### src/ecl_pkg.sv
`timescale 1ns / 1ps
// ----------------------------------------------------------------------------
// Expression character lexer package
// Shared types and constants for the character-serial expression tokenizer:
// token classes, response kinds, error codes and the response record.
// ----------------------------------------------------------------------------
package ecl_pkg;

   // Longest token length that is counted before the count saturates.
   localparam int MAX_TOKEN_LEN = 255;
   localparam int LEN_W         = $clog2(MAX_TOKEN_LEN + 1);

   // Token classes; NONE means no token has been seen, BAD an undefined byte.
   typedef enum logic [2:0] {
      CLS_NUM   = 3'd0,
      CLS_WORD  = 3'd1,
      CLS_OPER  = 3'd2,
      CLS_OPEN  = 3'd3,
      CLS_CLOSE = 3'd4,
      CLS_COMMA = 3'd5,
      CLS_NONE  = 3'd6,
      CLS_BAD   = 3'd7
   } class_type;

   // Response kinds.
   typedef enum logic [1:0] {
      KIND_CHAR  = 2'd0,
      KIND_DONE  = 2'd1,
      KIND_ERROR = 2'd2
   } kind_type;

   // Error codes.
   typedef enum logic [1:0] {
      ERR_NONE      = 2'd0,
      ERR_NON_ASCII = 2'd1,
      ERR_UNDEFINED = 2'd2,
      ERR_MULTI_DOT = 2'd3
   } err_type;

   // One response as it leaves the block.
   typedef struct packed {
      kind_type   kind;
      logic [7:0] char_out;
      class_type  token_class;
      logic       first_of_token;
      logic [7:0] token_length;
      err_type    error_code;
      logic       last_of_run;
   } result_type;

   // All responses caused by one request, in delivery order.
   typedef struct packed {
      logic [1:0]             count;
      result_type [2:0]       item;
   } bundle_type;

endpackage

### src/ecl_if.sv
`timescale 1ns / 1ps
// ----------------------------------------------------------------------------
// Expression lexer channels
// Valid/ready channel interfaces for the request (character) and response
// streams of the expression lexer.
// ----------------------------------------------------------------------------

// Request channel: one expression character per request.
interface ecl_req_if;
   logic       valid;
   logic       ready;
   logic [7:0] ch;
   logic       expr_last;

   modport source (output valid, output ch, output expr_last, input ready);
   modport sink   (input valid, input ch, input expr_last, output ready);
endinterface

// Response channel: tagged characters, completed tokens and errors.
interface ecl_rsp_if;
   logic       valid;
   logic       ready;
   logic [1:0] kind;
   logic [7:0] char_out;
   logic [2:0] token_class;
   logic       first_of_token;
   logic [7:0] token_length;
   logic [1:0] error_code;
   logic       last_of_run;

   modport source (output valid, output kind, output char_out, output token_class,
                   output first_of_token, output token_length, output error_code,
                   output last_of_run, input ready);
   modport sink   (input valid, input kind, input char_out, input token_class,
                   input first_of_token, input token_length, input error_code,
                   input last_of_run, output ready);
endinterface

### src/ecl_lexer_core.sv
`timescale 1ns / 1ps
// ----------------------------------------------------------------------------
// Expression lexer core
// Holds the token state and turns one request character into the bundle of
// up to three responses it causes, in a single pass of logic.
// ----------------------------------------------------------------------------
module ecl_lexer_core
   import ecl_pkg::*;
(
   input  logic       clock,
   input  logic       reset,
   input  logic       accept,
   input  logic [7:0] ch,
   input  logic       expr_last,
   output bundle_type bundle
);

   localparam logic [7:0] CH_DOT   = 8'h2E;
   localparam logic [7:0] CH_UNDER = 8'h5F;
   localparam logic [7:0] CH_PLUS  = 8'h2B;
   localparam logic [7:0] CH_MINUS = 8'h2D;
   localparam logic [7:0] CH_STAR  = 8'h2A;
   localparam logic [7:0] CH_SLASH = 8'h2F;
   localparam logic [7:0] CH_PCT   = 8'h25;
   localparam logic [7:0] CH_CARET = 8'h5E;
   localparam logic [7:0] CH_LPAR  = 8'h28;
   localparam logic [7:0] CH_RPAR  = 8'h29;
   localparam logic [7:0] CH_COMMA = 8'h2C;
   localparam logic [7:0] CH_SPACE = 8'h20;

   // Token state.
   class_type        prev_class_ff, prev_class_in;
   logic [LEN_W-1:0] open_len_ff, open_len_in;
   logic [1:0]       dot_cnt_ff, dot_cnt_in;
   logic             err_hold_ff, err_hold_in;

   logic             has_open;
   logic             pre_bad;
   logic             pre_close;
   logic             joins;
   logic             is_space;
   class_type        cls;
   logic [LEN_W-1:0] len_base, len_new;
   logic [1:0]       dot_base, dot_new;
   logic [1:0]       n;

   // Map a character to its token class.
   function automatic class_type classify(input logic [7:0] c);
      class_type r;
      if (c inside {[8'h30:8'h39], CH_DOT}) begin
         r = CLS_NUM;
      end else if (c inside {[8'h61:8'h7A], [8'h41:8'h5A], CH_UNDER}) begin
         r = CLS_WORD;
      end else if (c inside {CH_PLUS, CH_MINUS, CH_STAR, CH_SLASH, CH_PCT, CH_CARET}) begin
         r = CLS_OPER;
      end else if (c == CH_LPAR) begin
         r = CLS_OPEN;
      end else if (c == CH_RPAR) begin
         r = CLS_CLOSE;
      end else if (c == CH_COMMA) begin
         r = CLS_COMMA;
      end else begin
         r = CLS_BAD;
      end
      return r;
   endfunction

   // Token length as shown on the response, saturated to eight bits.
   function automatic logic [7:0] show_len(input logic [LEN_W-1:0] len);
      logic [LEN_W+7:0] wide;
      wide = {8'd0, len};
      return (wide > (LEN_W+8)'(255)) ? 8'hFF : wide[7:0];
   endfunction

   function automatic result_type blank();
      result_type r;
      r.kind           = KIND_CHAR;
      r.char_out       = 8'd0;
      r.token_class    = CLS_NUM;
      r.first_of_token = 1'b0;
      r.token_length   = 8'd0;
      r.error_code     = ERR_NONE;
      r.last_of_run    = 1'b0;
      return r;
   endfunction

   // Response that closes a token: a completion, or the multiple-dot error.
   function automatic result_type close_res(input class_type c, input logic [LEN_W-1:0] len,
                                            input logic [1:0] dots);
      result_type r;
      r = blank();
      r.token_length = show_len(len);
      if (c == CLS_NUM && dots > 2'd1) begin
         r.kind        = KIND_ERROR;
         r.token_class = CLS_NUM;
         r.error_code  = ERR_MULTI_DOT;
      end else begin
         r.kind        = KIND_DONE;
         r.token_class = c;
      end
      return r;
   endfunction

   function automatic result_type error_res(input logic [7:0] c, input err_type code);
      result_type r;
      r = blank();
      r.kind       = KIND_ERROR;
      r.char_out   = c;
      r.error_code = code;
      return r;
   endfunction

   function automatic result_type char_res(input logic [7:0] c, input class_type k,
                                           input logic first);
      result_type r;
      r = blank();
      r.char_out       = c;
      r.token_class    = k;
      r.first_of_token = first;
      return r;
   endfunction

   // Classification and the extended token state for a character.
   always_comb begin
      has_open  = (open_len_ff != '0);
      pre_bad   = has_open && (prev_class_ff == CLS_NUM) && (dot_cnt_ff > 2'd1);
      is_space  = (ch inside {CH_SPACE, [8'h09:8'h0D]});
      cls       = classify(ch);
      joins     = ((cls == CLS_NUM) || (cls == CLS_WORD)) && (cls == prev_class_ff) && has_open;
      pre_close = !joins && has_open;
      len_base  = joins ? open_len_ff : '0;
      len_new   = (len_base < LEN_W'(MAX_TOKEN_LEN)) ? len_base + 1'b1 : len_base;
      dot_base  = joins ? dot_cnt_ff : 2'd0;
      dot_new   = dot_base + {1'b0, (ch == CH_DOT) && (dot_base < 2'd2)};
   end

   // Responses and next state for the current request.
   always_comb begin
      prev_class_in = prev_class_ff;
      open_len_in   = open_len_ff;
      dot_cnt_in    = dot_cnt_ff;
      err_hold_in   = err_hold_ff;
      bundle.item[0] = blank();
      bundle.item[1] = blank();
      bundle.item[2] = blank();
      n = 2'd0;

      if (!err_hold_ff) begin
         if (ch[7]) begin
            bundle.item[0] = error_res(ch, ERR_NON_ASCII);
            n = 2'd1;
            err_hold_in = 1'b1;
         end else if (is_space) begin
            // White space closes the open token, if any.
            if (has_open) begin
               bundle.item[0] = close_res(prev_class_ff, open_len_ff, dot_cnt_ff);
               n = 2'd1;
            end
            if (pre_bad) begin
               err_hold_in = 1'b1;
            end
            open_len_in = '0;
            dot_cnt_in  = 2'd0;
         end else if (cls == CLS_BAD) begin
            bundle.item[0] = error_res(ch, ERR_UNDEFINED);
            n = 2'd1;
            err_hold_in = 1'b1;
         end else if (pre_close && pre_bad) begin
            // The closed number is rejected and this character is dropped.
            bundle.item[0] = close_res(prev_class_ff, open_len_ff, dot_cnt_ff);
            n = 2'd1;
            err_hold_in = 1'b1;
            open_len_in = '0;
            dot_cnt_in  = 2'd0;
         end else begin
            prev_class_in = cls;
            open_len_in   = len_new;
            dot_cnt_in    = dot_new;
            if (pre_close) begin
               bundle.item[0] = close_res(prev_class_ff, open_len_ff, dot_cnt_ff);
               bundle.item[1] = char_res(ch, cls, 1'b1);
               bundle.item[2] = close_res(cls, len_new, dot_new);
               n = expr_last ? 2'd3 : 2'd2;
            end else begin
               bundle.item[0] = char_res(ch, cls, !joins);
               bundle.item[1] = close_res(cls, len_new, dot_new);
               n = expr_last ? 2'd2 : 2'd1;
            end
         end
      end

      // Mark the final response of this request.
      case (n)
         2'd1:    bundle.item[0].last_of_run = 1'b1;
         2'd2:    bundle.item[1].last_of_run = 1'b1;
         2'd3:    bundle.item[2].last_of_run = 1'b1;
         default: ;
      endcase
      bundle.count = n;

      // The end of an expression returns everything to the idle state.
      if (expr_last) begin
         prev_class_in = CLS_NONE;
         open_len_in   = '0;
         dot_cnt_in    = 2'd0;
         err_hold_in   = 1'b0;
      end
   end

   // State update on each accepted request.
   always_ff @(posedge clock) begin
      if (reset) begin
         prev_class_ff <= CLS_NONE;
         open_len_ff   <= '0;
         dot_cnt_ff    <= 2'd0;
         err_hold_ff   <= 1'b0;
      end else if (accept) begin
         prev_class_ff <= prev_class_in;
         open_len_ff   <= open_len_in;
         dot_cnt_ff    <= dot_cnt_in;
         err_hold_ff   <= err_hold_in;
      end
   end

   // A dropped request after an error must not produce responses.
   assert property (@(posedge clock) disable iff (reset)
      (accept && err_hold_ff) |-> (bundle.count == 2'd0))
      else $error("responses produced while dropping after an error");

   // Dots are only counted inside an open number.
   assert property (@(posedge clock) disable iff (reset)
      (dot_cnt_ff != 2'd0) |-> (prev_class_ff == CLS_NUM && open_len_ff != '0))
      else $error("dot count outside an open number");

   // A third response only comes with the closing at the end of an expression.
   assert property (@(posedge clock) disable iff (reset)
      (accept && bundle.count == 2'd3) |-> expr_last)
      else $error("three responses without the end of an expression");

endmodule

### src/ecl_rsp_buf.sv
`timescale 1ns / 1ps
// ----------------------------------------------------------------------------
// Expression lexer response buffer
// Registers the responses of one request and hands them out one per cycle
// on the response channel while the receiver is ready, head first.
// ----------------------------------------------------------------------------
module ecl_rsp_buf
   import ecl_pkg::*;
(
   input  logic       clock,
   input  logic       reset,
   input  logic       req_fire,
   input  bundle_type bundle,
   output logic       can_load,
   input  logic       rsp_ready,
   output logic       rsp_valid,
   output result_type rsp_head
);

   result_type [2:0] entries_ff, entries_in;
   logic [1:0]       cnt_ff, cnt_in;
   logic             pop;
   logic             load;

   // Handshake: a new bundle fits once the last held response leaves.
   always_comb begin
      pop       = (cnt_ff != 2'd0) && rsp_ready;
      can_load  = (cnt_ff == 2'd0) || ((cnt_ff == 2'd1) && pop);
      load      = req_fire && (bundle.count != 2'd0);
      rsp_valid = (cnt_ff != 2'd0);
      rsp_head  = entries_ff[0];
   end

   // Next contents: load a new bundle or shift toward the head.
   always_comb begin
      entries_in = entries_ff;
      cnt_in     = cnt_ff;
      if (load) begin
         entries_in = bundle.item;
         cnt_in     = bundle.count;
      end else if (pop) begin
         entries_in[0] = entries_ff[1];
         entries_in[1] = entries_ff[2];
         cnt_in        = cnt_ff - 2'd1;
      end
   end

   always_ff @(posedge clock) begin
      if (reset) begin
         cnt_ff <= 2'd0;
      end else begin
         cnt_ff <= cnt_in;
      end
   end

   always_ff @(posedge clock) begin
      entries_ff <= entries_in;
   end

   // A bundle is never loaded over responses still waiting.
   assert property (@(posedge clock) disable iff (reset)
      load |-> ((cnt_ff == 2'd0) || (cnt_ff == 2'd1 && pop)))
      else $error("response bundle overwritten");

   // The run marker appears only on the last held response.
   assert property (@(posedge clock) disable iff (reset)
      (cnt_ff != 2'd0 && entries_ff[0].last_of_run) |-> (cnt_ff == 2'd1))
      else $error("run marker before the end of the bundle");

   // Each delivered response without a new load reduces the count by one.
   assert property (@(posedge clock) disable iff (reset)
      (pop && !load) |=> (cnt_ff == $past(cnt_ff) - 2'd1))
      else $error("response count did not follow delivery");

endmodule

### src/expression_char_lexer_unit.sv
`timescale 1ns / 1ps
// ----------------------------------------------------------------------------
// Expression character lexer
// Splits a character stream into number, word, operator, parenthesis and
// comma tokens, tagging each character and reporting completed tokens.
// ----------------------------------------------------------------------------
// Usage:
//   req_bus carries one expression byte per request (ch) and expr_last on
//   the final byte of an expression. rsp_bus returns tagged characters,
//   token completions and errors; last_of_run marks the final response of
//   a request. A request causes zero to three responses.
//   The first response of a request is valid in the cycle after the
//   request is accepted. One request is taken per cycle while each causes
//   at most one response and the receiver is ready; a request with more
//   holds the response register until its last response leaves, and the
//   next request is taken in that cycle, also one that causes no responses itself.
//   After an error the rest of the expression is consumed without responses.
//   When the receiver stalls, the held responses stay stable and req ready
//   drops once the next request could not be stored.
//   Synchronous reset clears the token state and empties the response
//   register; no request is lost by it beyond those already in flight.
// ----------------------------------------------------------------------------
module expression_char_lexer_unit
   import ecl_pkg::*;
(
   input  logic             clock,
   input  logic             reset,
   ecl_req_if.sink          req_bus,
   ecl_rsp_if.source        rsp_bus
);

   bundle_type bundle;
   result_type head;
   logic       can_load;
   logic       req_fire;

   // Request handshake.
   assign req_bus.ready = can_load;
   assign req_fire      = req_bus.valid && can_load;

   ecl_lexer_core u_core (
      .clock     (clock),
      .reset     (reset),
      .accept    (req_fire),
      .ch        (req_bus.ch),
      .expr_last (req_bus.expr_last),
      .bundle    (bundle)
   );

   ecl_rsp_buf u_rsp_buf (
      .clock     (clock),
      .reset     (reset),
      .req_fire  (req_fire),
      .bundle    (bundle),
      .can_load  (can_load),
      .rsp_ready (rsp_bus.ready),
      .rsp_valid (rsp_bus.valid),
      .rsp_head  (head)
   );

   // Response payload.
   assign rsp_bus.kind           = head.kind;
   assign rsp_bus.char_out       = head.char_out;
   assign rsp_bus.token_class    = head.token_class;
   assign rsp_bus.first_of_token = head.first_of_token;
   assign rsp_bus.token_length   = head.token_length;
   assign rsp_bus.error_code     = head.error_code;
   assign rsp_bus.last_of_run    = head.last_of_run;

endmodule
### src/flat_wrapper.sv
// flat-port wrapper written by rule: the top's interface ports become plain ports
module expression_char_lexer_unit_flat import ecl_pkg::*;
  (clock, reset, req_bus_valid, req_bus_ch, req_bus_expr_last, req_bus_ready, rsp_bus_valid, rsp_bus_kind, rsp_bus_char_out, rsp_bus_token_class, rsp_bus_first_of_token, rsp_bus_token_length, rsp_bus_error_code, rsp_bus_last_of_run, rsp_bus_ready);
  ecl_req_if req_bus_i ();
  ecl_rsp_if rsp_bus_i ();
  input  logic clock;
  input  logic reset;
  input wire logic [$bits(req_bus_i.valid)-1:0] req_bus_valid;
  input wire logic [$bits(req_bus_i.ch)-1:0] req_bus_ch;
  input wire logic [$bits(req_bus_i.expr_last)-1:0] req_bus_expr_last;
  output wire logic [$bits(req_bus_i.ready)-1:0] req_bus_ready;
  output wire logic [$bits(rsp_bus_i.valid)-1:0] rsp_bus_valid;
  output wire logic [$bits(rsp_bus_i.kind)-1:0] rsp_bus_kind;
  output wire logic [$bits(rsp_bus_i.char_out)-1:0] rsp_bus_char_out;
  output wire logic [$bits(rsp_bus_i.token_class)-1:0] rsp_bus_token_class;
  output wire logic [$bits(rsp_bus_i.first_of_token)-1:0] rsp_bus_first_of_token;
  output wire logic [$bits(rsp_bus_i.token_length)-1:0] rsp_bus_token_length;
  output wire logic [$bits(rsp_bus_i.error_code)-1:0] rsp_bus_error_code;
  output wire logic [$bits(rsp_bus_i.last_of_run)-1:0] rsp_bus_last_of_run;
  input wire logic [$bits(rsp_bus_i.ready)-1:0] rsp_bus_ready;
  assign req_bus_i.valid = req_bus_valid;
  assign req_bus_i.ch = req_bus_ch;
  assign req_bus_i.expr_last = req_bus_expr_last;
  assign req_bus_ready = req_bus_i.ready;
  assign rsp_bus_valid = rsp_bus_i.valid;
  assign rsp_bus_kind = rsp_bus_i.kind;
  assign rsp_bus_char_out = rsp_bus_i.char_out;
  assign rsp_bus_token_class = rsp_bus_i.token_class;
  assign rsp_bus_first_of_token = rsp_bus_i.first_of_token;
  assign rsp_bus_token_length = rsp_bus_i.token_length;
  assign rsp_bus_error_code = rsp_bus_i.error_code;
  assign rsp_bus_last_of_run = rsp_bus_i.last_of_run;
  assign rsp_bus_i.ready = rsp_bus_ready;
  expression_char_lexer_unit u_core (.clock(clock), .reset(reset), .req_bus(req_bus_i), .rsp_bus(rsp_bus_i));
endmodule
### config.mk
export PLATFORM = sky130hd
export DESIGN_NAME = expression_char_lexer_unit_flat
export DESIGN_NICKNAME = d
export VERILOG_FILES = /design/src/ecl_pkg.sv /design/src/ecl_if.sv /design/src/ecl_lexer_core.sv /design/src/ecl_rsp_buf.sv /design/src/expression_char_lexer_unit.sv /design/src/flat_wrapper.sv
export SDC_FILE = /design/constraint.sdc
export NUM_CORES = 1
export LEC_CHECK = 0
export ABC_AREA = 1
export BUFFER_PORTS_ARGS = -buffer_cell sky130_fd_sc_hd__buf_2
export CAP_MARGIN = 20
export CELL_PAD_IN_SITES_DETAIL_PLACEMENT = 1
export CELL_PAD_IN_SITES_GLOBAL_PLACEMENT = 1
export CORE_ASPECT_RATIO = 0.7
export CORE_MARGIN = 5
export CORE_UTILIZATION = 45
export DETAILED_ROUTE_END_ITERATION = 8
export PLACE_DENSITY_LB_ADDON = 0.1
export SETUP_SLACK_MARGIN = 0.15
export SLEW_MARGIN = 10
export SYNTH_ARGS = -nofsm -noshare
export SYNTH_HDL_FRONTEND = slang
export SYNTH_SLANG_ARGS = --single-unit
### constraint.sdc
create_clock -name clock -period 4.8 [get_ports clock]
set_clock_uncertainty 0.2 [all_clocks]
set_input_delay 0.48 -clock clock [delete_from_list [all_inputs] [get_ports clock]]
set_output_delay 0.48 -clock clock [all_outputs]
set_load 0.005 [all_outputs]
==> impl_metrics.tcl, run 1 <==
set metrics [dict create \
    clk_pin_slew_ns 0.06 \
    netlist.area_leader.share 0.427 \
    setup-tns-final_ns 0 \
    grt_use_total 0.216 \
    worst-path-max-fanout 42 \
    clock-root-buffer "clkbuf_16" \
    area_growth_pct 10.6 \
    wire_per_inst_um 18.3 \
    ant_nets 0 \
    min_period_ns 3.46 \
    power.internal_w 0.00146 \
    rsz0062_at_grt "no" \
    r2r-start "u_core.u_core.open_len_ff[7]" \
    final_nets 543 \
    synth_seq_cells 77 \
    relSlewSlack 0.535 \
    power_frac_comb 0.188 \
    hold_buffers 0 \
    dp_hpwl_um 8900 \
    crit_start "u_core.u_core.open_len_ff[7]" \
    start_kind "register" \
    numCtsBuffers 9 \
    swShare 0.282 \
    rows 29 \
    fin_area_mm2 0.00474 \
    fp.dieArea_mm2 0.0116 \
    synth_most_common_cell "nand2_1" \
    antenna_cells 0 \
    fin_crit_sh 0.722 \
    ios 40 \
    initial_utilization 0.467 \
    vdd_ir_drop_max_mv 0.168 \
    synth_top_area_cell "edfxtp_1" \
    top_layer "met4" \
    outcome "completed" \
    slew_viol_final 0 \
    setup-violations-final 0 \
    io_buffers 39 \
    min_from "u_core.u_core.dot_cnt_ff[0]" \
    critPathBufInv 4 \
    end_kind "register" \
    path_depth 12 \
    cts_resized 0 \
    gr-total-overflow 0 \
    syn-cell-area_mm2 0.00429 \
    ys_types 39 \
    die_height_um 91.7 \
    fmax_mhz 289 \
    dr_wl_met3_um 874 \
    synthCells 503 \
    cts.sinks 77 \
    critPathKind "register to register" \
    ys_seq_area_frac 0.502 \
    avgSynthCellArea_um2 8.53 \
    power_frac_clock 0.356 \
    final_layout_size_suffix_gt1_frac 0.181 \
    leakagePower_nw 2.11 \
    power.switching_w 0.000572 \
    cp_slowest_cell "nor2_1" \
    synthTopCellsByArea "edfxtp_1 (43%), nand2_1 (13%), dfxtp_1 (7.5%)" \
    nFillCells 1093 \
    p_seq_frac 0.456 \
    cts_max_path_buffers 2 \
    synth_commonest_cells "nand2_1 (151), edfxtp_1 (61), nand3_1 (48)" \
    remaining_drc_errors 0 \
    first_pass_iters 5 \
    async_flop_share 0 \
    cp.required_ns 4.62 \
    clk-insertion-delay-late_ns 0.33 \
    crit_chain "inv_1 -> nand4_1 -> nor2_1 -> inv_1 -> nand2_4 -> nand2_2 -> nand3_2 -> nand3_4 -> nand2_4 -> inv_4 -> nand2_2 -> buf_12" \
    drv_cap 0 \
    viasPerCell 5.24 \
    cts_tree "built" \
    dpl_cell_area_mm2 0.00443 \
    multi_input_area_mm2 0.00168 \
    vias 3424 \
    wl_met1_um 5820 \
    core_mm2 0.00918 \
    worst_pin_slew_ns 0.692 \
    antenna_found_initial 0 \
    worstRegToRegCells 12 \
    grt_start_max_net_pins 43 \
    hold_path_class "register to register" \
    path_delay_family "simple AND/OR/NAND/NOR gates" \
    synth_ff_type "edfxtp_1" \
    seqCellArea_mm2 0.00215 \
    max_stage_delay_ns 0.38 \
    synth_edf_count 61 \
    finalWirelength_um 12000 \
    drtIter0Drc 308 \
    worstHoldPathCells 2 \
    grt_pass1_vias 3567 \
    post_cts_buffers 0 \
    hold_viol_final 0 \
    wl_met2_um 5120 \
    synth-warning-count 0 \
    fp.dieW_um 127 \
    htreeDepth 3 \
    pwr_density_cell_mw_per_mm2 428 \
    gp_congestion 0.906 \
    grt_pass1_wl_um 19600 \
    crit_arrival_ns 3.28 \
]
kinds of logic (layout without fill, tap and decap cells):
family / count (synthesis) / after routing / synth area share
simple gates: 285 / 285 / 0.315
buf+inv: 90 / 113 / 0.110
flops: 77 / 77 / 0.502
compound gates: 43 / 43 / 0.0551
fa+ha+maj: 4 / 4 / 0.0117
xor+xnor: 3 / 3 / 0.00613
other cells: 1 / 5 / 0.000874
cell type report:
| cell class | count | area share |
|---|---|---|
| Clock inverter | 6 | 0.0185 |
| Clock buffer | 9 | 0.0475 |
| Sequential cell | 77 | 0.454 |
| Timing Repair Buffer | 41 | 0.0470 |
| Tap cell | 124 | 0.0327 |
| Inverter | 57 | 0.0456 |
| Multi-Input combinational cell | 340 | 0.355 |
path summary, 6_finish.rpt:
kind / endpoint / slack (ns)
setup / recovery: u_core.u_rsp_buf.rsp_head[23] / 1.34
hold / removal: u_core.u_core.dot_cnt_ff[0] / 0.27
setup reg to reg: u_core.u_rsp_buf.rsp_head[23] / 1.34
hold reg to reg: u_core.u_core.dot_cnt_ff[0] / 0.27
registers in the layout, summed over array words and instances, names as in the netlist:
register,count
u_core.u_rsp_buf.entries_ff,36
u_core.u_rsp_buf.rsp_head,25
u_core.u_core.open_len_ff,8
u_core.u_core.prev_class_ff,3
u_core.u_core.dot_cnt_ff,2
u_core.u_rsp_buf.cnt_ff,2
u_core.u_core.err_hold_ff,1
placed cells by master (no fill, tap or decap), types with 5 or more instances in the layout:
cell type  instances
nand3_1           48
nand4_1            8
nand3_2            5
conb_1             5
inv_1             47
a21oi_1           19
clkbuf_16          9
inv_2              7
nand2_2            8
o21ai_1            5
nand2_1          150
nor2_1            41
edfxtp_1          61
nor3_1             6
o21ai_0           15
dfxtp_1           16
buf_2             39
power by group through the flow:
stage	Combinational (W)	Sequential, W	Clock [W]
after floorplan	0.000299	0.000934	0
after global placement	0.000377	0.000934	0
after detailed placement	0.000385	0.000942	0
after CTS	0.000388	0.000928	0.000735
after global routing	0.000430	0.000939	0.000766
final	0.000382	0.000926	0.000723
routing by layer:
metal / GRT usage / up-vias
met5: 0 / -
met4: 0.0545 / 0
met3: 0.0505 / 14
met2: 0.317 / 102
met1: 0.321 / 1638
li1: - / 1670
tightest hold or removal path: stages, from the launching register on:
cell and delay (ns):
dfxtp_1 0.31, nand2_1 0.06, a21oi_1 0.06
through the flow:
stage | setup WS, ns | instances | utilization | total power (W) | hold slack (ns)
6_report | 1.34 | 654 | 0.517 | 0.00203 | 0.267
4_1_cts | 1.36 | 654 | 0.517 | 0.00205 | 0.268
3_5_place_dp | 1.13 | 639 | 0.483 | 0.00133 | 0.258
3_3_place_gp | 1.16 | 639 | 0.483 | 0.00131 | 0.255
2_1_floorplan | 1.15 | 507 | - | 0.00123 | 0.239
5_1_grt | 1.12 | 654 | 0.517 | 0.00213 | 0.285
Note: power is estimated with default switching activity, not from simulation.
==> inputs of run 2 (changes only) <==
Settings changed: CORE_UTILIZATION 45 to 41.
Clock period 4.8 ns to 3.1 ns, I/O delays scaled along.
==> impl_metrics.tcl, run 2 (synthesized netlist as in run 1, its figures left out) <==
set metrics [dict create \
    final_layout_size_suffix_gt1_frac 0.205 \
    hold_viol_final 0 \
    cts_max_path_buffers 2 \
    rows 31 \
    worstHoldPathCells 3 \
    worst_slack_ns 0.375 \
    fmax_mhz 367 \
    remaining_drc_errors 0 \
    final_nets 554 \
    die_height_um 95.6 \
    first_pass_iters 6 \
    dp_slack_ns 0.0519 \
    gp_congestion 0.926 \
    core_mm2 0.0103 \
    ant_nets 0 \
    grt_pass1_wl_um 18800 \
    vdd_ir_drop_max_mv 0.263 \
    grt_pass1_vias 3519 \
    fin_area_mm2 0.00486 \
    viasPerCell 5.18 \
    crit_arrival_ns 2.73 \
    htreeDepth 3 \
    worst-path-max-fanout 8 \
    finalWirelength_um 11900 \
    setup-violations-final 0 \
    cp.required_ns 3.11 \
    setup-tns-final_ns 0 \
    slew_viol_final 0 \
    drtIter0Drc 219 \
    io_buffers 39 \
    antenna_found_initial 0 \
    gr-total-overflow 0 \
    seqCellArea_mm2 0.00215 \
    pwr_density_cell_mw_per_mm2 634 \
    ios 40 \
    cts.sinks 77 \
    end_kind "register" \
    start_kind "register" \
    dpl_cell_area_mm2 0.00457 \
    grt_start_max_net_pins 40 \
    wire_per_inst_um 17.7 \
    dp_hpwl_um 8910 \
    drv_cap 0 \
    worstRegToRegCells 13 \
    multi_input_area_mm2 0.00170 \
    regMostFlops "u_core.u_rsp_buf.entries_ff" \
    initial_utilization 0.417 \
    clock-root-buffer "clkbuf_16" \
    layout_common_cells "nand2_1 (150), edfxtp_1 (61), nand3_1 (48), inv_1 (46), nor2_1 (41)" \
    largest_reg_flops 36 \
    clk_pin_slew_ns 0.07 \
    min_period_ns 2.72 \
    final_common_cell "nand2_1" \
    outcome "completed" \
    fin_crit_sh 0.879 \
    clk-insertion-delay-late_ns 0.34 \
    numCtsBuffers 9 \
    nFillCells 1233 \
    cts_tree "built" \
    grt_use_total 0.194 \
    leakagePower_nw 2.15 \
    vias 3488 \
    fp.dieArea_mm2 0.0126 \
    hold_ws_ns 0.120 \
    rsz0062_at_grt "no" \
    fp.dieW_um 132 \
    power.total_w 0.00308 \
    critPathKind "register to register" \
    hold_path_class "input port to register" \
    area_growth_pct 13.3 \
    antenna_cells 0 \
]
## run 2: timing repair
item	CTS	global route
gates resized for setup	0	5
hold buffers	0	0
endpoints found under the setup margin	0	13
setup buffers	0	0
## run 2: stage by stage
stage / util / std cells
after detailed placement: 0.444 / 658
after floorplan: - / 507
after global placement: 0.444 / 658
after CTS: 0.472 / 674
final: 0.473 / 674
after global routing: 0.473 / 674
## run 2: report_power, final
part / internal (W) / total [W] / switching, W
Combinational: 0.000222 / 0.000642 / 0.000420
Clock: 0.000552 / 0.00101 / 0.000456
Sequential: 0.00138 / 0.00143 / 0.0000577
Total: 0.00215 / 0.00308 / 0.000934
## run 2: area by class of cell
cell class / instances / share of cell area
clock buffer: 9 / 0.0463
clock inverter: 7 / 0.0118
inverter: 57 / 0.0445
multi-input combinational: 340 / 0.350
sequential: 77 / 0.443
tap: 132 / 0.0340
timing repair buffer: 52 / 0.0705
## run 2: routing by layer
layer	up-vias	track usage	part of all wire
met3	11	0.0464	0.052
met1	1701	0.287	0.53
met2	76	0.283	0.41
met4	0	0.0517	0.011
met5	-	0	0
li1	1700	-	-
## run 2: final timing paths
path                                      to                    startpoint  slack, ns
max reg2reg  u_core.u_rsp_buf.entries_ff[32]  u_core.u_core.open_len_ff[7]       0.38
max          u_core.u_rsp_buf.entries_ff[32]  u_core.u_core.open_len_ff[7]       0.38
min reg2reg      u_core.u_core.dot_cnt_ff[0]   u_core.u_core.dot_cnt_ff[0]       0.28
min            u_core.u_rsp_buf.rsp_head[22]                 req_bus_ch[7]       0.12
## run 2: critical path, stage by stage (launching register included)
cell     delay [ns]
dfxtp_1        0.43
inv_1          0.13
nand4_1        0.12
nor2_1         0.08
inv_2          0.15
nand3_2        0.10
nor2_1         0.19
ha_2           0.25
inv_1          0.07
nor3_4         0.27
nand3_4        0.16
o21ai_1        0.21
nand3_1        0.12
nand2_1        0.10
